`config.mk`:
```
export PLATFORM = sky130hd
export DESIGN_NAME = mbps_front
export DESIGN_NICKNAME = d
export VERILOG_FILES = /design/src/design/mirror_bilinear_pixel_sampler_top_defines.svh /design/src/design/mbps_pkg.sv /design/src/design/mbps_front.sv
export SDC_FILE = /design/constraint.sdc
export NUM_CORES = 1
export LEC_CHECK = 0
export BUFFER_PORTS_ARGS = -buffer_cell sky130_fd_sc_hd__buf_2
export CORE_ASPECT_RATIO = 1.1
export CORE_MARGIN = 3
export CORE_UTILIZATION = 45
export DETAILED_ROUTE_END_ITERATION = 10
export GPL_ROUTABILITY_DRIVEN = 0
export PLACE_DENSITY = 0.67
export SLEW_MARGIN = 20
export SYNTH_ARGS = -nofsm -noshare
export SYNTH_HDL_FRONTEND = slang
export SYNTH_SLANG_ARGS = --single-unit
```
`constraint.sdc`:
```
create_clock -name vclk -period 14.5
set_input_delay 1.45 -clock vclk [all_inputs]
set_output_delay 1.45 -clock vclk [all_outputs]
set_load 0.02 [all_outputs]
```
`src/design/mirror_bilinear_pixel_sampler_top_defines.svh`:
```
// assertion macros for the mirror bilinear pixel sampler
// no dependencies; included by the top level only
`ifndef MIRROR_BILINEAR_PIXEL_SAMPLER_TOP_DEFINES_SVH
`define MIRROR_BILINEAR_PIXEL_SAMPLER_TOP_DEFINES_SVH

`ifndef SYNTH
// same-cycle implication, off during reset
`define MBPS_ASSERT_IMPLY(lbl, clk, rst, trig, cons, msg) \
  lbl: assert property (@(posedge clk) disable iff (rst) (trig) |-> (cons)) else $error(msg);
// next-cycle implication, also checked out of reset
`define MBPS_ASSERT_NEXT(lbl, clk, trig, cons, msg) \
  lbl: assert property (@(posedge clk) (trig) |=> (cons)) else $error(msg);
`else
`define MBPS_ASSERT_IMPLY(lbl, clk, rst, trig, cons, msg)
`define MBPS_ASSERT_NEXT(lbl, clk, trig, cons, msg)
`endif

`endif

```
`src/design/mbps_pkg.sv`:
```
// shared constants and types of the mirror bilinear pixel sampler
// no dependencies
`default_nettype none

package mbps_pkg;

  localparam int POS_W         = 19;
  localparam int SIDE_W        = 10;
  localparam int PIX_W         = 8;
  localparam int SIDE_MIN      = 2;
  localparam int MAX_SIDE_DEF  = 512;
  localparam int FRAC_BITS_DEF = 8;
  localparam int QUEUE_DEPTH   = 2;

  localparam logic [SIDE_W-1:0] SIDE_RESET = 10'd512;

  typedef enum logic {
    OP_WRITE  = 1'b0,
    OP_SAMPLE = 1'b1
  } op_t;

  // classification made by the front end
  typedef struct packed {
    op_t  op;
    logic flag;
  } item_kind_t;

  typedef struct packed {
    logic [PIX_W-1:0] value;
    logic             flag;
  } result_t;

endpackage

`default_nettype wire

```
`src/design/mbps_front.sv`:
```
// front end: accepts items, floors and reflects positions, flags bad ones
// depends on mbps_pkg
`default_nettype none

module mbps_front #(
  parameter int MAX_SIDE  = mbps_pkg::MAX_SIDE_DEF,
  parameter int FRAC_BITS = mbps_pkg::FRAC_BITS_DEF,
  parameter int ENTRY_W   = 64
) (
  input  logic                             in_valid,
  output logic                             in_ready,
  input  logic                             operation,
  input  logic signed [mbps_pkg::POS_W-1:0] row_pos,
  input  logic signed [mbps_pkg::POS_W-1:0] col_pos,
  input  logic [mbps_pkg::PIX_W-1:0]        pixel_value,
  input  logic [mbps_pkg::SIDE_W-1:0]       eff_side,
  input  logic                             q_full,
  output logic                             q_push,
  output logic [ENTRY_W-1:0]               q_data
);

  import mbps_pkg::*;

  localparam int ROW_W = $clog2(MAX_SIDE);
  localparam int INT_W = POS_W - FRAC_BITS;
  localparam int CW    = ((INT_W > SIDE_W) ? INT_W : SIDE_W) + 3;

  typedef struct packed {
    item_kind_t           kind;
    logic [ROW_W-1:0]     m0;
    logic [ROW_W-1:0]     m1;
    logic [ROW_W-1:0]     n0;
    logic [ROW_W-1:0]     n1;
    logic [FRAC_BITS-1:0] fa;
    logic [FRAC_BITS-1:0] fb;
    logic [PIX_W-1:0]     pix;
  } entry_t;

  // mirror without repeating the edge pixel
  function automatic logic signed [CW-1:0] reflect(input logic signed [CW-1:0] c,
                                                   input logic signed [CW-1:0] side);
    if (c < CW'(0)) begin
      return -c;
    end else if (c < side) begin
      return c;
    end else begin
      return (side <<< 1) - c - CW'(2);
    end
  endfunction

  function automatic logic in_image(input logic signed [CW-1:0] c,
                                    input logic signed [CW-1:0] side);
    return (c >= CW'(0)) && (c < side);
  endfunction

  logic signed [INT_W-1:0] p_int, q_int;
  logic signed [CW-1:0]    side_s, p, q, p1, q1, rp0, rp1, rq0, rq1;
  logic                    write_ok, sample_ok;
  entry_t                  ent;

  assign p_int  = row_pos[POS_W-1:FRAC_BITS];
  assign q_int  = col_pos[POS_W-1:FRAC_BITS];
  assign p      = CW'(p_int);
  assign q      = CW'(q_int);
  assign p1     = p + CW'(1);
  assign q1     = q + CW'(1);
  assign side_s = signed'(CW'(eff_side));

  assign rp0 = reflect(p, side_s);
  assign rp1 = reflect(p1, side_s);
  assign rq0 = reflect(q, side_s);
  assign rq1 = reflect(q1, side_s);

  assign write_ok  = in_image(p, side_s) && in_image(q, side_s);
  assign sample_ok = in_image(rp0, side_s) && in_image(rp1, side_s) &&
                     in_image(rq0, side_s) && in_image(rq1, side_s);

  always_comb begin
    ent.kind.op   = op_t'(operation);
    ent.kind.flag = (op_t'(operation) == OP_WRITE) ? !write_ok : !sample_ok;
    // an in-range write reflects onto itself
    ent.m0  = ROW_W'(rp0);
    ent.m1  = ROW_W'(rp1);
    ent.n0  = ROW_W'(rq0);
    ent.n1  = ROW_W'(rq1);
    ent.fa  = row_pos[FRAC_BITS-1:0];
    ent.fb  = col_pos[FRAC_BITS-1:0];
    ent.pix = pixel_value;
  end

  assign in_ready = !q_full;
  assign q_push   = in_valid && !q_full;
  assign q_data   = ent;

endmodule

`default_nettype wire

```
* Yosys cells after proc, flatten, opt, wreduce, memory -nomap -nowiden
Cells that the tools add are included.
** Operators by class
- Reductions and logical operators :: 14
- Bitwise operators :: 0
- Multiplexer cells :: 9
- $add $sub $neg :: 14
- Shift operators :: 0
- Equality and inequality tests :: 0
- Multipliers :: 0
- Order comparisons :: 18
- Div/mod/pow operators :: 0
** Operators with widths (count)
- $mux W14 :: 8
- $ge A14 B1 Y1 const B :: 4
- $lt A14 B11 Y1 :: 4
- $sub A13 B3 Y14 const B :: 4
- $neg A11 Y14 :: 2
- $neg A12 Y14 :: 2
- $sub A12 B11 Y13 :: 2
- $sub A12 B12 Y13 :: 2
- $add A11 B2 Y12 const B :: 2
- $lt A12 B1 Y1 const B :: 2
- $lt A12 B11 Y1 :: 2
- $ge A11 B1 Y1 const B :: 2
- $lt A11 B1 Y1 const B :: 2
- $lt A11 B11 Y1 :: 2
- $logic_and A1 B1 Y1 :: 11
- $logic_not A1 Y1 :: 3
- $mux W1 :: 1
** Storage, ports and cells
- Memory bits (read-only) :: 0
- Logic and storage cells :: 55
- Output and inout bits :: 66
- Bits in writable memories :: 0
- Bits of input ports :: 59
- Memories :: 0
- Bits in latches :: 0
- Flip-flop bits (word level) :: 0

* Depth between registers and ports, before layout
- Depth in word-level cells :: 12
- Gate-level depth with buffers :: 25

* Worst setup path before layout
OpenSTA, ideal clock, no wires.
- Path kind :: input to output
- From :: input port col_pos[8] (netlist name)
- To :: output port q_data[60]
- Path buffers :: 1
- Stages :: 22
- Arrival :: 6.168 ns
- Path slack :: 6.882 ns
- Cell sequence :: clkbuf_1 > nand3_1 > or2_1 > xnor2_1 > ha_1 > inv_1 > ha_1 > and3_1 > a211o_1 > xor2_1 > mux2i_1 > a21oi_1 > ha_1 > a21o_1 > a221o_1 > a311oi_1 > nand3_1 > a41oi_1 > o311a_1 > o2111ai_1 > nor4b_1 > a21oi_1
** On the way
- Cells in the longest elaborated chain, start to end :: 10
- Elaborated cells on any way between the ends :: 29
- Those cells by class :: add/sub: 7; order compare: 9; mux: 5; reduce/logical: 8
** RTL lines
- start: declaration :: line mbps_front.sv:14 : input logic signed [mbps_pkg::POS_W-1:0] col_pos,
- $add A11 B2 Y12 (*) :: line mbps_front.sv:66 : assign q1 = q + CW'(1);
- $sub A12 B12 Y13 :: line mbps_front.sv:47 : return (side <<< 1) - c - CW'(2);
- $sub A13 B3 Y14 :: line mbps_front.sv:47
- $mux W14 :: line mbps_front.sv:44 : end else if (c < side) begin
- $mux W14 (*) :: line mbps_front.sv:42 : if (c < CW'(0)) begin
- named net q_data[32] :: line mbps_front.sv:19 : output logic [ENTRY_W-1:0] q_data
- $ge A14 B1 Y1 / $lt A14 B11 Y1 (equally long branches) :: line mbps_front.sv:53 : return (c >= CW'(0)) && (c < side);
- $logic_and A1 B1 Y1 (*) :: line mbps_front.sv:53
- $logic_and A1 B1 Y1 (*) :: line mbps_front.sv:76 : in_image(rq0, side_s) && in_image(rq1, side_s);
- $logic_not A1 Y1 (*) :: line mbps_front.sv:80 : ent.kind.flag = (op_t'(operation) == OP_WRITE) ? !write_ok : !sample_ok;
- $mux W1 (*) :: line mbps_front.sv:80
- end: declaration :: line mbps_front.sv:19
The timed path passes the listed nets; every way through them passes the cells marked *.

* Worst setup path in the final report
- From :: input port col_pos[8] (netlist name)
- To :: output port q_data[60]
** On the way
- Cells in the longest elaborated chain, start to end :: 10
- Elaborated cells on any way between the ends :: 29
- Those cells by class :: add/sub: 7; order compare: 9; mux: 5; reduce/logical: 8
** RTL lines (line)
- $add A11 B2 Y12 / $sub A12 B11 Y13 (equally long branches) :: mbps_front.sv:66, mbps_front.sv:47
- $sub A12 B12 Y13 / $sub A13 B3 Y14 (equally long branches) :: mbps_front.sv:47
- $sub A13 B3 Y14 / $mux W14 (equally long branches) :: mbps_front.sv:47, mbps_front.sv:44
- $mux W14 (on tied branches) :: mbps_front.sv:44, mbps_front.sv:42
- $mux W14 (tied with other cells) :: mbps_front.sv:42
- $ge A14 B1 Y1 (tied with other cells) :: mbps_front.sv:53
- $logic_and A1 B1 Y1 (on tied branches) :: mbps_front.sv:53, mbps_front.sv:75
- $logic_and A1 B1 Y1 :: mbps_front.sv:76
- $logic_not A1 Y1 :: mbps_front.sv:80
- $mux W1 (*) :: mbps_front.sv:80
Every way passes the cells marked *; elsewhere a longest branch is shown, timed or not.

==> results.sh <==
export IMPL_status="finished, final reports clean"
export IMPL_n_antenna_cell=0
export IMPL_vias=6050
export IMPL_port_buffers=75
export IMPL_synthTopCellsByArea="ha_1, inv_1, a21oi_1"
export IMPL_post_cts_resized=0
export IMPL_initial_core_util_pct=46.6
export IMPL_setup_viol=0
export IMPL_regArea_um2=0
export IMPL_io_pins=125
export IMPL_whs_endpoint="q_data[15]"
export IMPL_worstPathRequired_ps=13050
export IMPL_drtIter0Drc=400
export IMPL_nClkBuffers=0
export IMPL_startpoint_type="input port"
export IMPL_core_um2=13300
export IMPL_maxCapViolCount=0
export IMPL_grt_ovfl_total=0
export IMPL_met3_usage_pct=1.22
export IMPL_vias_per_cell=5.61
export IMPL_drc=0
export IMPL_worst_ep_arrival_time_ps=6750
export IMPL_min_delay_path_depth=0
export IMPL_grt_pass1_wl_mm=27.4
export IMPL_grt_max_degree=26
export IMPL_antenna_found_initial=0
export IMPL_hp_start="col_pos[7]"
export IMPL_wl_per_cell_um=15.2
export IMPL_ant_nets=0
export IMPL_period_needed_ps=8200
export IMPL_hp_class="input port to output port"
export IMPL_ys_types=72
export IMPL_ys_warn_count=0
export IMPL_design_die_area_um2=15200
export IMPL_use_met1_pct=27.4
export IMPL_die_y_um=129
export IMPL_grt_pass1_vias=5728
export IMPL_dp_cells=1079
export IMPL_cts_setup_buffers=0
export IMPL_firstDrtPassIters=6
export IMPL_peakVddDrop_mv=0.0292
export IMPL_powerDensity_nw_per_um2=52.2
export IMPL_synth_area_um2=6200
export IMPL_hold_viol=0
export IMPL_max_slew_worst_pin_slew_ps=934
export IMPL_cts_hold_buffers=0
export IMPL_slew_headroom_pct=37.5
export IMPL_fin_tns_setup_ps=0
export IMPL_finalNonFillerCells=1079
export IMPL_worstSetupPathType="input port to output port"
export IMPL_busiest_layer="met2"
export IMPL_synth_top_area_cell="ha_1"
export IMPL_maxSlewViolCount=0
export IMPL_worstSetupEndpointType="output port"
export IMPL_fill_cells=1395
export IMPL_dieWidth_um=118
export IMPL_routed_wl_mm=16.4
export IMPL_area_growth_pct=4.22
export IMPL_fin_crit_sh_pct=56.5
export IMPL_drive_above_1_share_pct=11.2
export IMPL_p_leak_nw=3.24
export IMPL_n_sequential_cell=0
export IMPL_met2_usage_pct=39.6
export IMPL_yosysTopAreaCellShare_pct=32.1
export IMPL_finalNetCount=1121
export IMPL_grt_usage_pct=21.1
export IMPL_fp_row_count=44
export IMPL_fmax_mhz=122
export IMPL_synthCells=873
export IMPL_yosysSeqAreaShare_pct=0
export IMPL_yosysMostFrequentCell="ha_1"
export IMPL_rsz0062_at_grt="false"
export IMPL_post_dp_hpwl_mm=13.4
export IMPL_synth_avg_cell_area_um2=7.11
export IMPL_worstPathMaxFanout=12
export IMPL_synthTopCellsByCount="ha_1, inv_1, a21oi_1"
[cell usage in the layout (no fill, tap or decap), drive strengths merged, types with 4 or more instances in the layout]
cell    instances
inv           114
or2             7
mux2i          12
nor2b          11
fa              6
a311oi          6
a21oi          70
o211ai          5
nand3          32
nor3           25
a21o           14
nand2b         20
and3            8
a211o           6
a31oi           4
nor4            8
a211oi         12
nor2           52
xor2           31
nand2          62
and2            4
xnor2          27
o31ai           8
or3             6
o21ai          47
nand4           8
buf            77
ha            159
o22ai           5
[where the power goes]
group | switching, mW | internal [mW] | leakage, nW
Combinational | 0.203 | 0.135 | 3.24
Clock | 0 | 0 | 0
Sequential | 0 | 0 | 0
[worst max-delay path, cell delays in order]
cell and delay (ps):
buf_2 210, ha_1 350, nand3_1 130, xor2_1 290, inv_1 120, ha_1 290, inv_1 40, ha_1 320
nor2b_1 160, o31a_1 270, nor4_1 280, nor2_1 110, xor2_1 150, mux2i_1 150, a21oi_1 110, ha_1 170
or4b_1 450, a221o_1 270, a311oi_1 240, nand3_1 110, a41oi_1 170, o311a_1 190, o2111ai_1 110, nor4b_1 250
a21oi_1 160, buf_2 200
[stage by stage]
step / power, mW / area (um^2) / setup slack (ps) / util [%] / hold WS, ps
after floorplan: 0.264 / 6210 / 6880 / - / 2980
after CTS: 0.338 / 6460 / 6300 / 48.5 / 2900
after global placement: 0.333 / 6460 / 6430 / 48.5 / 2900
after global routing: 0.385 / 6460 / 5810 / 48.5 / 2900
after detailed placement: 0.336 / 6460 / 6300 / 48.5 / 2900
final: 0.338 / 6460 / 6300 / 48.5 / 2900
[cell type report]
| type | count | area (um^2) | area share, % |
|---|---|---|---|
| repair buffers | 77 | 390 | 6.04 |
| multi-input cells | 701 | 5390 | 83.4 |
| inverters | 117 | 453 | 7.01 |
| well taps | 184 | 230 | 3.56 |
[layer usage]
| metal | routed length (um) | up-vias |
|---|---|---|
| met5 | 0 | - |
| met4 | 223 | 0 |
| met3 | 666 | 20 |
| met2 | 7880 | 130 |
| met1 | 7640 | 2783 |
| li1 | - | 3117 |
[kinds of logic after synthesis]
group                      count (synthesis)  synth area share (%)
muxes                                     14                  2.30
buffers and inverters                    173                  13.2
adders and majority gates                165                  34.0
other                                      1                0.0605
AOI/OAI and AO/OA                        211                  21.7
and+or+nand+nor                          251                  20.5
xor gates and xnor gates                  58                  8.31
[worst max path at each step]
| stage | from | endpoint | slack, ps | cells past startpoint |
|---|---|---|---|---|
| after detailed placement | col_pos[8] | q_data[60] | 6300 | 26 |
| after floorplan | col_pos[8] | q_data[60] | 6880 | 22 |
| after CTS | col_pos[8] | q_data[60] | 6300 | 26 |
| after global placement | col_pos[8] | q_data[60] | 6430 | 26 |
| after global routing | col_pos[10] | q_data[60] | 5810 | 26 |
| final | col_pos[8] | q_data[60] | 6300 | 26 |
Power figures use the tool's default switching activity.
