[src/design/mirror_bilinear_pixel_sampler_top_defines.svh]
// assertion macros for the mirror bilinear pixel sampler
// no dependencies; included by the top level only
`ifndef MIRROR_BILINEAR_PIXEL_SAMPLER_TOP_DEFINES_SVH
`define MIRROR_BILINEAR_PIXEL_SAMPLER_TOP_DEFINES_SVH

`ifndef SYNTH
// same-cycle implication, off during reset
`define MBPS_ASSERT_IMPLY(lbl, clk, rst, trig, cons, msg) \
  lbl: assert property (@(posedge clk) disable iff (rst) (trig) |-> (cons)) else $error(msg);
// next-cycle implication, also checked out of reset
`define MBPS_ASSERT_NEXT(lbl, clk, trig, cons, msg) \
  lbl: assert property (@(posedge clk) (trig) |=> (cons)) else $error(msg);
`else
`define MBPS_ASSERT_IMPLY(lbl, clk, rst, trig, cons, msg)
`define MBPS_ASSERT_NEXT(lbl, clk, trig, cons, msg)
`endif

`endif

[src/design/mbps_pkg.sv]
// shared constants and types of the mirror bilinear pixel sampler
// no dependencies
`default_nettype none

package mbps_pkg;

  localparam int POS_W         = 19;
  localparam int SIDE_W        = 10;
  localparam int PIX_W         = 8;
  localparam int SIDE_MIN      = 2;
  localparam int MAX_SIDE_DEF  = 512;
  localparam int FRAC_BITS_DEF = 8;
  localparam int QUEUE_DEPTH   = 2;

  localparam logic [SIDE_W-1:0] SIDE_RESET = 10'd512;

  typedef enum logic {
    OP_WRITE  = 1'b0,
    OP_SAMPLE = 1'b1
  } op_t;

  // classification made by the front end
  typedef struct packed {
    op_t  op;
    logic flag;
  } item_kind_t;

  typedef struct packed {
    logic [PIX_W-1:0] value;
    logic             flag;
  } result_t;

endpackage

`default_nettype wire

[src/design/mbps_queue.sv]
// short fifo between front end and back end
// depends on mbps_pkg
`default_nettype none

module mbps_queue #(
  parameter int WIDTH = 8,
  parameter int DEPTH = mbps_pkg::QUEUE_DEPTH
) (
  input  logic             clk,
  input  logic             rst,
  input  logic             push,
  input  logic [WIDTH-1:0] din,
  output logic             full,
  input  logic             pop,
  output logic [WIDTH-1:0] dout,
  output logic             valid
);

  import mbps_pkg::*;

  localparam int PTR_W = (DEPTH > 1) ? $clog2(DEPTH) : 1;
  localparam int CNT_W = $clog2(DEPTH + 1);

  logic [WIDTH-1:0] slots [DEPTH];
  logic [PTR_W-1:0] rd_ptr, wr_ptr;
  logic [CNT_W-1:0] count;

  function automatic logic [PTR_W-1:0] bump(input logic [PTR_W-1:0] ptr);
    return (ptr == PTR_W'(DEPTH - 1)) ? '0 : ptr + PTR_W'(1);
  endfunction

  assign dout  = slots[rd_ptr];
  assign valid = (count != '0);
  assign full  = (count == CNT_W'(DEPTH));

  always_ff @(posedge clk) begin
    if (rst) begin
      rd_ptr <= '0;
      wr_ptr <= '0;
      count  <= '0;
    end else begin
      if (push) begin
        wr_ptr <= bump(wr_ptr);
      end
      if (pop) begin
        rd_ptr <= bump(rd_ptr);
      end
      case ({push, pop})
        2'b10:   count <= count + CNT_W'(1);
        2'b01:   count <= count - CNT_W'(1);
        default: count <= count;
      endcase
    end
  end

  always_ff @(posedge clk) begin
    if (push) begin
      slots[wr_ptr] <= din;
    end
  end

endmodule

`default_nettype wire

[config.mk]
export PLATFORM = sky130hd
export DESIGN_NAME = mbps_queue
export DESIGN_NICKNAME = d
export VERILOG_FILES = /design/src/design/mirror_bilinear_pixel_sampler_top_defines.svh /design/src/design/mbps_pkg.sv /design/src/design/mbps_queue.sv
export SDC_FILE = /design/constraint.sdc
export NUM_CORES = 1
export LEC_CHECK = 0
export BUFFER_PORTS_ARGS = -buffer_cell sky130_fd_sc_hd__buf_2
export CELL_PAD_IN_SITES_DETAIL_PLACEMENT = 1
export CELL_PAD_IN_SITES_GLOBAL_PLACEMENT = 2
export CORE_MARGIN = 2
export CORE_UTILIZATION = 33
export DETAILED_ROUTE_END_ITERATION = 16
export GPL_ROUTABILITY_DRIVEN = 0
export PLACE_DENSITY = 0.81
export SLEW_MARGIN = 15
export SYNTH_ARGS = -nofsm -noshare
export SYNTH_HDL_FRONTEND = slang
export SYNTH_SLANG_ARGS = --single-unit
[constraint.sdc]
create_clock -name clk -period 1.5 [get_ports clk]
set_input_delay 0.45 -clock clk [delete_from_list [all_inputs] [get_ports clk]]
set_output_delay 0.45 -clock clk [all_outputs]
set_load 0.03 [all_outputs]
After elaboration in Yosys (flattened, before gate mapping). Memories as Yosys holds them, arrays and structs flattened. A register that Yosys moved wholly into a read port is not among the register bits. Cells that the tools add are included.

Flip-flop bits (word level): 4. Memory bits (writable): 16. Input bits: 12. Output and inout port bits: 10. Logic and storage cells: 20. Memories kept: 1.

Memories: slots (depth 2, bits a word 8, read ports 1, clocked after memory_dff 1, wr ports 1, RTL line mbps_queue.sv:24) `logic [WIDTH-1:0] slots [DEPTH];`.

$add $sub $neg: 4. Eq/ne operators: 3. Muxes and demuxes: 7. Reduce and logical (&&, ||, !) cells: 2.

Operators by type and width (number): $mux W1 (6); $eq A2 B2 Y1 const B (2); $pmux W2 S2 (1); $reduce_bool A2 Y1 (2); $add A1 B1 Y1 const B (2); $add A2 B1 Y2 const B (1); $eq A2 B1 Y1 const B (1); $sub A2 B1 Y2 const B (1).

Longest topological paths before layout. Gate-level depths: netlist (run 1).

Depth in word-level cells: 4. Depth in mapped cells: 5.

Worst setup path after synthesis (run 1). OpenSTA, ideal clock, no wires.

Path kind: input to register. Start: input push. End: register count[1]. Library setup time: 0.070 ns. Arrival: 1.274 ns. Data required time: 1.430 ns. Setup slack: 0.157 ns. Cell stages on the path: 4. Cells stage by stage: inv_1 -> ha_1 -> or3_1 -> a21oi_1.

Cells in the longest elaborated chain, start to end: 2.

Ends and longest elaborated chain: start, declared (RTL line mbps_queue.sv:11) `input logic push,`; $eq A2 B1 Y1 / $eq A2 B2 Y1 (equally long branches) (RTL line mbps_queue.sv:48) `case ({push, pop})`; $pmux W2 S2 / $reduce_bool A2 Y1 (equally long branches); end signal, assigned (RTL line mbps_queue.sv:49) `2'b10: count <= count + CNT_W'(1);`; end signal, assigned (RTL line mbps_queue.sv:50) `2'b01: count <= count - CNT_W'(1);`; end signal, assigned (RTL line mbps_queue.sv:51) `default: count <= count;`; end, declared (RTL line mbps_queue.sv:26) `logic [CNT_W-1:0] count;`.

Parallel ways exist; a longest one is shown, timed or not. A chain may end at the register's enable or synchronous reset.

==> results of run 1 <==
==> Yosys cell counts, drive strengths merged <==
| library cell | instances |
|---|---|
| buf | 1 |
| inv | 1 |
| xor2 | 1 |
| a21oi | 1 |
| edfxtp | 16 |
| and2 | 1 |
| xnor2 | 3 |
| and2b | 1 |
| dfxtp | 5 |
| or3 | 1 |
| ha | 1 |
| nor2 | 5 |
| mux2 | 8 |
| o21ai | 1 |
| or2 | 1 |
==> worst paths after layout <==
kind / to / slack (ns) / cells after the start
worst max-delay path: dout[2] / -0.18 / 3
worst min-delay path: slots[1][5]$_DFFE_PP_ / 0.34 / 1
worst max register to register: count[1]$_SDFFE_PP0P_ / 0.38 / 4
worst min register to register: count[1]$_SDFFE_PP0P_ / 0.53 / 2
==> layout make-up <==
cell class	count	area (um^2)	area share (%)
Clock buffer	4	26.3	2.42
Inverter	1	3.75	0.346
Multi-Input combinational cell	24	226	20.9
Sequential cell	21	584	53.8
Tap cell	28	35.0	3.23
Timing Repair Buffer	25	210	19.4
==> timing repair <==
| item | CTS | global route |
|---|---|---|
| setup endpoints to repair | 10 | 9 |
| gates resized for setup | 30 | 3 |
| buffers inserted | 1 | 0 |
==> where the power goes <==
| group | switching [mW] | leakage [nW] | internal, mW |
|---|---|---|---|
| sequential | 0.0180 | 0.193 | 0.673 |
| combinational | 0.147 | 0.237 | 0.160 |
| clock | 0.154 | 0.0150 | 0.103 |
==> stage by stage <==
| step | area (um^2) | setup TNS, ns | setup WS (ns) |
|---|---|---|---|
| floorplan | 783 | 0 | 0.157 |
| global placement | 953 | 0 | 0.0483 |
| detailed placement | 953 | 0 | 0.0164 |
| CTS | 1080 | -1.52 | -0.194 |
| global route | 1090 | -1.75 | -0.221 |
| finish | 1090 | -1.38 | -0.176 |
==> cell families after synthesis <==
group | Yosys count | share of synthesized area, %
flops | 21 | 74.1
buf+inv | 2 | 1.12
simple gates | 9 | 5.91
compound gates | 2 | 1.28
mux | 8 | 11.5
fa+ha+maj | 1 | 1.60
xor+xnor | 4 | 4.47
==> routing by layer <==
| metal | vias up | GRT usage [%] | wire length [um] | share of wire (%) |
|---|---|---|---|---|
| li1 | 225 | - | - | - |
| met2 | 19 | 19.4 | 619 | 49 |
| met3 | 2 | 2.57 | 101 | 7.9 |
| met1 | 230 | 11.6 | 536 | 42 |
| met4 | 0 | 6.41 | 18 | 1.4 |
| met5 | - | 0 | 0 | 0 |
==> sequential cells by signal (all words and copies together) (netlist names), named ones only <==
name / flops
slots: 16
count: 2
rd_ptr: 1
wr_ptr: 1
==> run metrics, run 1 <==
status=finished, violations left; failing checks=setup timing; Inserted Clock Buffers=3; Layout Cells excl Fill=103; Max Slew Vio Count=0; Die Area=0.00278 mm^2; Post-Syn Area=between 700 and 800 um^2; Mapped Cells=47; share of cells above drive strength 1=between 50% and 60%; # Max-Cap Violations=0; Top Ports=22; FF+latch count, synth=21; row count=17; Chip Width=approximately 53 um; min-delay src=din[5]; # diodes=0; Final HPWL DP=approximately 930 um; via count=476; endpoints failing setup=8; Area growth, synth to finish=38.7%; slack of the critical path=-0.176 ns; Antenna Nets Post-Route=0; fmax=597 MHz; Cell variety after synth=15; top cell type's share of synthesized area=between 60% and 70%; CP Cell Sequence=buf_12 > mux2_4 > buf_6; kind of critical path=reg -> out; clock slew at reported path FFs=0.11 ns; Syn. warnings=0; IR drop worst, VDD=~0.54 mV; WP buf/inv=2; GRT Util Overall=between 10% and 20%; Clock Sinks=21; total gr overflow=0; max_slew headroom=74.2%; cell with the largest stage delay on the worst path=dfxtp_2; Clock Latency Late Sink=about 0.29 ns; area leader, netlist=edfxtp_1; Synth Area per Inst=around 17 um^2; LEAKAGE=0.445 nW; largest net degree at the start of global routing=12; Power Total=1.26 mW; worst r2r src=count[0]$_SDFFE_PP0P_; Vias per Instance=roughly 4.6; hold buffer count at cts=0; commonest non-fill, non-tap cell in the layout=edfxtp_1; initial core utilization=between 30% and 40%; routed length per instance=12.4 um; Filler cells=~230; CTS tree=yes; final net count=about 90; pwr/cell area=1160 mW/mm^2; cell family with most CP delay=flip-flops; maximum clock insertion buffer count=2; DIE HEIGHT=between 50 and 60 um; WL final=~1300 um; net count after synthesis=60; Crit. End Element=primary output; first-pass GRT wire length=between 2000 and 2500 um; post-route clock period utilization=112%; core footprint=0.00223 mm^2; Crit path arrival time=~1.2 ns; Worst setup SP type=register; placed cell count=98; Clock Tree Root=clkbuf_4; measured slew at the worst slew-check pin=0.388 ns; PortBufs=21; Post-route DRC=0; Finished Core Util=between 40% and 50%; Hold Slack=~0.34 ns; CP required=between 1 and 1.5 ns; RSZ-0062 raised after global routing=yes; initial antenna violation count=0; most frequent cells in the layout=edfxtp_1, buf_2, buf_6, mux2_4, nor2_1; DR iter-0 viols=1; final count of hold timing violations=0; DR pass1 iterations=2; critical path peak fanout=8; ranking of synthesized cells by area=edfxtp_1, dfxtp_1, mux2_2; vias in the first global route=approximately 530; post-synthesis sequential area ratio=about 74%; H-tree Lvls=1; worst min-delay path class=in -> reg; Worst Skew=0.00518 ns; max incr delay on CP=around 0.35 ns; min Tclk post-route=between 1.5 and 2 ns
(Power assumes the default switching activity.)
==> run 2, diff against run 1 <==
==> constraint.sdc (replaced) <==
create_clock -name clk -period 1.5 [get_ports clk]
set_input_delay 0.225 -clock clk [delete_from_list [all_inputs] [get_ports clk]]
set_output_delay 0.225 -clock clk [all_outputs]
set_load 0.03 [all_outputs]
==> run 2 against run 1 <==
  * The flow now finishes without violations
  * Global-route usage down 0.81 points
  * Clock power about the same
  * Largest power group unchanged
  * Critical endpoint is now dout[5]
  * Flip-flop and latch count unchanged
  * Largest cell class unchanged
  * Via count down 7.6%
  * Worst hold slack worse by 0.22 ns
  * Non-clock buffer count down 3
  * Core utilization down 4.8 points
  * Clock skew down 0.0024 ns
  * Combinational power down 27%
==> run metrics, run 2 (synthesized netlist as in run 1, its figures left out) <==
endpoints failing setup=0 (was 8); post-route clock period utilization=96.9% (was 112%); LEAKAGE=0.387 nW (was 0.445 nW); max incr delay on CP=0.42 ns (was 0.35 ns); kind of critical path=reg -> out (unchanged); via count=440 (was 476); first-pass GRT wire length=2040 um (was 2150 um); max FFs per register=16 (unchanged); Worst Hold Depth=1 (unchanged); Vias per Instance=4.40 (was 4.62); Die Area=0.00278 mm^2 (unchanged); pwr/cell area=1210 mW/mm^2 (was 1160 mW/mm^2); H-tree Lvls=1 (unchanged); CP required=1.27 ns (was 1.05 ns); # diodes=0 (unchanged); sequential power share=59.0% (was 55.0%); Clock Latency Late Sink=0.29 ns (about the same); Worst Skew=0.00281 ns (was 0.00518 ns); DR iter-0 viols=1 (unchanged); fmax=688 MHz (was 597 MHz); Most flops, register=slots (unchanged); design area=978 um^2 (was 0.00109 mm^2); final count of hold timing violations=0 (unchanged); commonest non-fill, non-tap cell in the layout=edfxtp_1 (unchanged); largest net degree at the start of global routing=13 (was 12); cell depth of the worst flop-to-flop path=1 (was 4); initial core utilization=35.1% (unchanged); cell with the largest stage delay on the worst path=dfxtp_4 (was dfxtp_2); Crit. End Element=primary output (unchanged); DIE HEIGHT=52.7 um (unchanged); Worst setup SP type=register (unchanged); worst min-delay path class=in -> reg (unchanged); Antenna Nets Post-Route=0 (unchanged); final net count=86 (was 89); Finished Core Util=43.8% (was 48.6%); min Tclk post-route=1.45 ns (was 1.68 ns); Crit path arrival time=1.23 ns (about the same); PortBufs=21 (unchanged); maximum clock insertion buffer count=2 (unchanged); Max Slew Vio Count=0 (unchanged); DP Area=926 um^2 (was 953 um^2); Setup WS pre-CTS=0.163 ns (was 0.0164 ns); Regs by FF count=slots x16, count x2 (unchanged); vias in the first global route=456 (was 525); # Max-Cap Violations=0 (unchanged); hold buffer count at cts=0 (unchanged); Chip Width=52.7 um (unchanged); Psw=0.312 mW (was 0.319 mW); routed length per instance=12.7 um (was 12.4 um); measured slew at the worst slew-check pin=0.368 ns (was 0.388 ns); Post-route DRC=0 (unchanged); most frequent cells in the layout=edfxtp_1, buf_2, mux2_2, buf_4, nor2_1 (was edfxtp_1, buf_2, buf_6, mux2_4, nor2_1); clock slew at reported path FFs=0.11 ns (about the same); Clock Sinks=21 (unchanged); Filler cells=236 (was 233); slack of the critical path=0.0468 ns (was -0.176 ns); RSZ-0062 raised after global routing=yes (unchanged); Net Sw Frac=26.4% (was 25.4%); internal power=0.869 mW (was 0.937 mW); Logic pwr share=19.1% (was 24.5%); Clk pwr share=21.9% (was 20.5%); WL final=1270 um (was 1280 um); DR pass1 iterations=2 (unchanged); max_slew headroom=75.5% (was 74.2%); CTS tree=yes (unchanged); Inserted Clock Buffers=3 (unchanged); Area growth, synth to finish=24.9% (was 38.7%); total gr overflow=0 (unchanged); CP Cell Sequence=mux2_2 > buf_4 (was buf_12 > mux2_4 > buf_6); initial antenna violation count=0 (unchanged); critical path peak fanout=8 (unchanged); status=completed (was finished, violations left); GRT Util Overall=10.1% (was 10.9%); Final HPWL DP=1000 um (was 931 um); row count=17 (unchanged); Clock Tree Root=clkbuf_4 (unchanged); share of cells above drive strength 1=51.4% (was 54.7%); core footprint=0.00223 mm^2 (unchanged); Top Ports=22 (unchanged); IR drop worst, VDD=0.666 mV (was 0.540 mV)
-- run 2: changes by cell type in the layout (fill, tap and decap cells not counted), sizes merged --
| cell | delta |
|---|---|
| buf | -3 |
| clkbuf | -1 |
| clkinv | +1 |
-- run 2: stage by stage --
stage          hold WS, ns  setup TNS, ns  std cells  power [mW]
5_1_grt              0.104       -0.00379        100        1.24
2_1_floorplan        0.294              0         47       0.853
3_5_place_dp         0.422              0         96       0.923
4_1_cts              0.111              0        100        1.18
3_3_place_gp         0.414              0         96       0.915
6_report             0.116              0        100        1.18
-- run 2: per-layer routing --
metal / track usage [%] / wire [um] / part of all wire, %
met5: 0 / 0 / 0
met4: 1.28 / 0 / 0
met3: 2.00 / 71 / 5.6
met2: 17.7 / 610 / 48
met1: 13.2 / 589 / 46
-- run 2: cell type report --
| type | count | area, um^2 | share of cell area [%] |
|---|---|---|---|
| clock inverters | 1 | 5.00 | 0.512 |
| multi-input cells | 24 | 194 | 19.8 |
| repair buffers | 22 | 134 | 13.7 |
| inverters | 1 | 3.75 | 0.384 |
| flip-flops and latches | 21 | 584 | 59.7 |
| clock buffers | 3 | 22.5 | 2.30 |
| well taps | 28 | 35.0 | 3.58 |
-- run 2: power by group through the flow --
stage	clock [mW]	combinational (mW)	sequential, mW
2_1_floorplan	0	0.157	0.696
3_3_place_gp	0	0.207	0.707
3_5_place_dp	0	0.213	0.710
4_1_cts	0.268	0.214	0.698
5_1_grt	0.288	0.246	0.702
6_report	0.259	0.225	0.696
-- run 2: worst paths after layout --
| path | to | startpoint | slack (ns) |
|---|---|---|---|
| hold reg to reg | count[1]$_SDFFE_PP0P_ | count[1]$_SDFFE_PP0P_ | 0.51 |
| hold / removal | slots[1][6]$_DFFE_PP_ | din[6] | 0.12 |
| setup / recovery | dout[5] | register | 0.05 |
| setup reg to reg | slots[1][3]$_DFFE_PP_ | wr_ptr$_SDFFE_PP0P_ | 0.43 |
-- run 2: critical path: cells and delay by family, from the launching register on --
family | cells | cell delay (ns)
flops | 1 | 0.42
mux | 1 | 0.35
buf+inv | 1 | 0.17
-- run 2: repair_timing --
item | in CTS | in global routing
endpoints found under the setup margin | 8 | 7
gates resized for setup | 2 | 15
buffers inserted | 0 | 0
==> run 3, diff against run 2 <==
--- a/config.mk
+++ b/config.mk
@@ -13,6 +13,7 @@
 export DETAILED_ROUTE_END_ITERATION = 16
 export GPL_ROUTABILITY_DRIVEN = 0
 export PLACE_DENSITY = 0.81
+export RECOVER_POWER = 25
 export SLEW_MARGIN = 15
 export SYNTH_ARGS = -nofsm -noshare
 export SYNTH_HDL_FRONTEND = slang
==> run 3 against run 2 <==
  * Sequential share of layout area up 0.15 points
  * Highest routed layer unchanged
  * Worst setup slack improved by 0.0015 ns
  * Wire length shrank 0.39%
  * Cell area down 0.26%
  * Die area stayed put
  * Cell count stayed put
  * Fmax rose by 0.10%
  * Sequential power is essentially flat
==> run metrics, run 3 (synthesized netlist as in run 1, its figures left out) <==
Clock Tree Root=clkbuf_4 (unchanged); Most flops, register=slots (unchanged); Chip Width=52.7 um (unchanged); post-route clock period utilization=96.8% (was 96.9%); cell family with most CP delay=flip-flops (unchanged); Inserted Clock Buffers=3 (unchanged); Setup TNS Final=0 ns (unchanged); Power Total=1.18 mW (about the same); DP Area=926 um^2 (unchanged); Vias per Instance=4.39 (was 4.40); sequential power share=59.0% (about the same); DR iter-0 viols=1 (unchanged); Clock Latency Late Sink=0.29 ns (about the same); most frequent cells in the layout=edfxtp_1, buf_2, mux2_2, buf_4, nor2_1 (unchanged); Final HPWL DP=1000 um (unchanged); first-pass GRT wire length=2040 um (unchanged); core footprint=0.00223 mm^2 (unchanged); share of cells above drive strength 1=48.6% (was 51.4%); clock slew at reported path FFs=0.11 ns (about the same); PortBufs=21 (unchanged); maximum clock insertion buffer count=2 (unchanged); via count=439 (was 440); initial antenna violation count=0 (unchanged); placed cell count=96 (unchanged); max incr delay on CP=0.42 ns (about the same); Area growth, synth to finish=24.6% (was 24.9%); worst min-delay path class=in -> reg (unchanged); final net count=86 (unchanged); row count=17 (unchanged); endpoints failing setup=0 (unchanged); Post-CTS Repair Setup Buffers=0 (unchanged); kind of critical path=reg -> out (unchanged); Clock Sinks=21 (unchanged); Setup WS pre-CTS=0.163 ns (unchanged); Layout Cells excl Fill=100 (unchanged); status=completed (unchanged); GRT Util Overall=10.1% (unchanged); Max Slew Vio Count=0 (unchanged); final count of hold timing violations=0 (unchanged); max FFs per register=16 (unchanged); H-tree Lvls=1 (unchanged); largest net degree at the start of global routing=13 (unchanged); # diodes=0 (unchanged); Top Ports=22 (unchanged); min Tclk post-route=1.45 ns (about the same); LEAKAGE=0.381 nW (was 0.387 nW); critical path peak fanout=8 (unchanged); cell with the largest stage delay on the worst path=dfxtp_4 (unchanged); RSZ-0062 raised after global routing=yes (unchanged); Finished Core Util=43.7% (was 43.8%); Regs by FF count=slots x16, count x2 (unchanged); Antenna Nets Post-Route=0 (unchanged); Post-route DRC=0 (unchanged); total gr overflow=0 (unchanged); CTS tree=yes (unchanged); slack of the critical path=0.0483 ns (was 0.0468 ns); Worst Skew=0.00257 ns (was 0.00281 ns); Crit. End Element=primary output (unchanged); CP Cell Sequence=mux2_2 > buf_4 (unchanged); initial core utilization=35.1% (unchanged); internal power=0.868 mW (was 0.869 mW); Clk pwr share=22.0% (was 21.9%); commonest non-fill, non-tap cell in the layout=edfxtp_1 (unchanged); measured slew at the worst slew-check pin=0.368 ns (about the same); Crit path arrival time=1.23 ns (about the same); DR pass1 iterations=2 (unchanged); CP required=1.27 ns (about the same); fmax=689 MHz (was 688 MHz); Net Sw Frac=26.4% (about the same); Logic pwr share=19.0% (was 19.1%); DIE HEIGHT=52.7 um (unchanged); WP buf/inv=1 (unchanged); Hold Slack=0.116 ns (unchanged); WL final=1270 um (about the same); routed length per instance=12.7 um (about the same); Psw=0.312 mW (about the same); pwr/cell area=1210 mW/mm^2 (about the same); hold buffer count at cts=0 (unchanged); design area=976 um^2 (was 978 um^2); IR drop worst, VDD=0.666 mV (about the same); max_slew headroom=75.4% (was 75.5%); vias in the first global route=456 (unchanged); Die Area=0.00278 mm^2 (unchanged); Worst setup SP type=register (unchanged); # Max-Cap Violations=0 (unchanged)
[run 3: cell types whose count changed in the layout (fill, tap and decap cells not counted)]
| cell | before | now |
|---|---|---|
| buf_2 | 14 | 12 |
| clkbuf_1 | 0 | 2 |
[run 3: layout make-up]
type | instances | area [um^2]
clock buffer | 3 | 22.5
clock inverter | 1 | 5.00
fill | 238 | 1260
inverter | 1 | 3.75
multi-input combinational | 24 | 194
sequential | 21 | 584
tap | 28 | 35.0
timing repair buffer | 22 | 131
[run 3: final timing paths]
kind	startpoint	endpoint	slack (ns)	cells after the start
worst max-delay path	register	dout[5]	0.05	2
worst min-delay path	din[6]	slots[1][6]$_DFFE_PP_	0.12	1
worst max register to register	wr_ptr$_SDFFE_PP0P_	slots[1][3]$_DFFE_PP_	0.43	1
worst min register to register	count[1]$_SDFFE_PP0P_	count[1]$_SDFFE_PP0P_	0.51	2
[run 3: power by group through the flow]
stage	combinational, mW	sequential, mW	clock, mW
finish	0.224	0.696	0.259
detailed placement	0.213	0.710	0
floorplan	0.157	0.696	0
global placement	0.207	0.707	0
CTS	0.214	0.698	0.268
global route	0.245	0.702	0.288
[run 3: layer usage]
layer	global-route usage, %	vias up	wire, um
li1	-	216	-
met1	13.2	207	584
met2	17.7	16	610
met3	2.00	0	71
met4	1.28	0	0
met5	0	-	0
[run 3: repair_timing]
item                       CTS  global route
setup endpoints to repair    8             7
gates resized for setup      2            15
gates cloned                 0             0
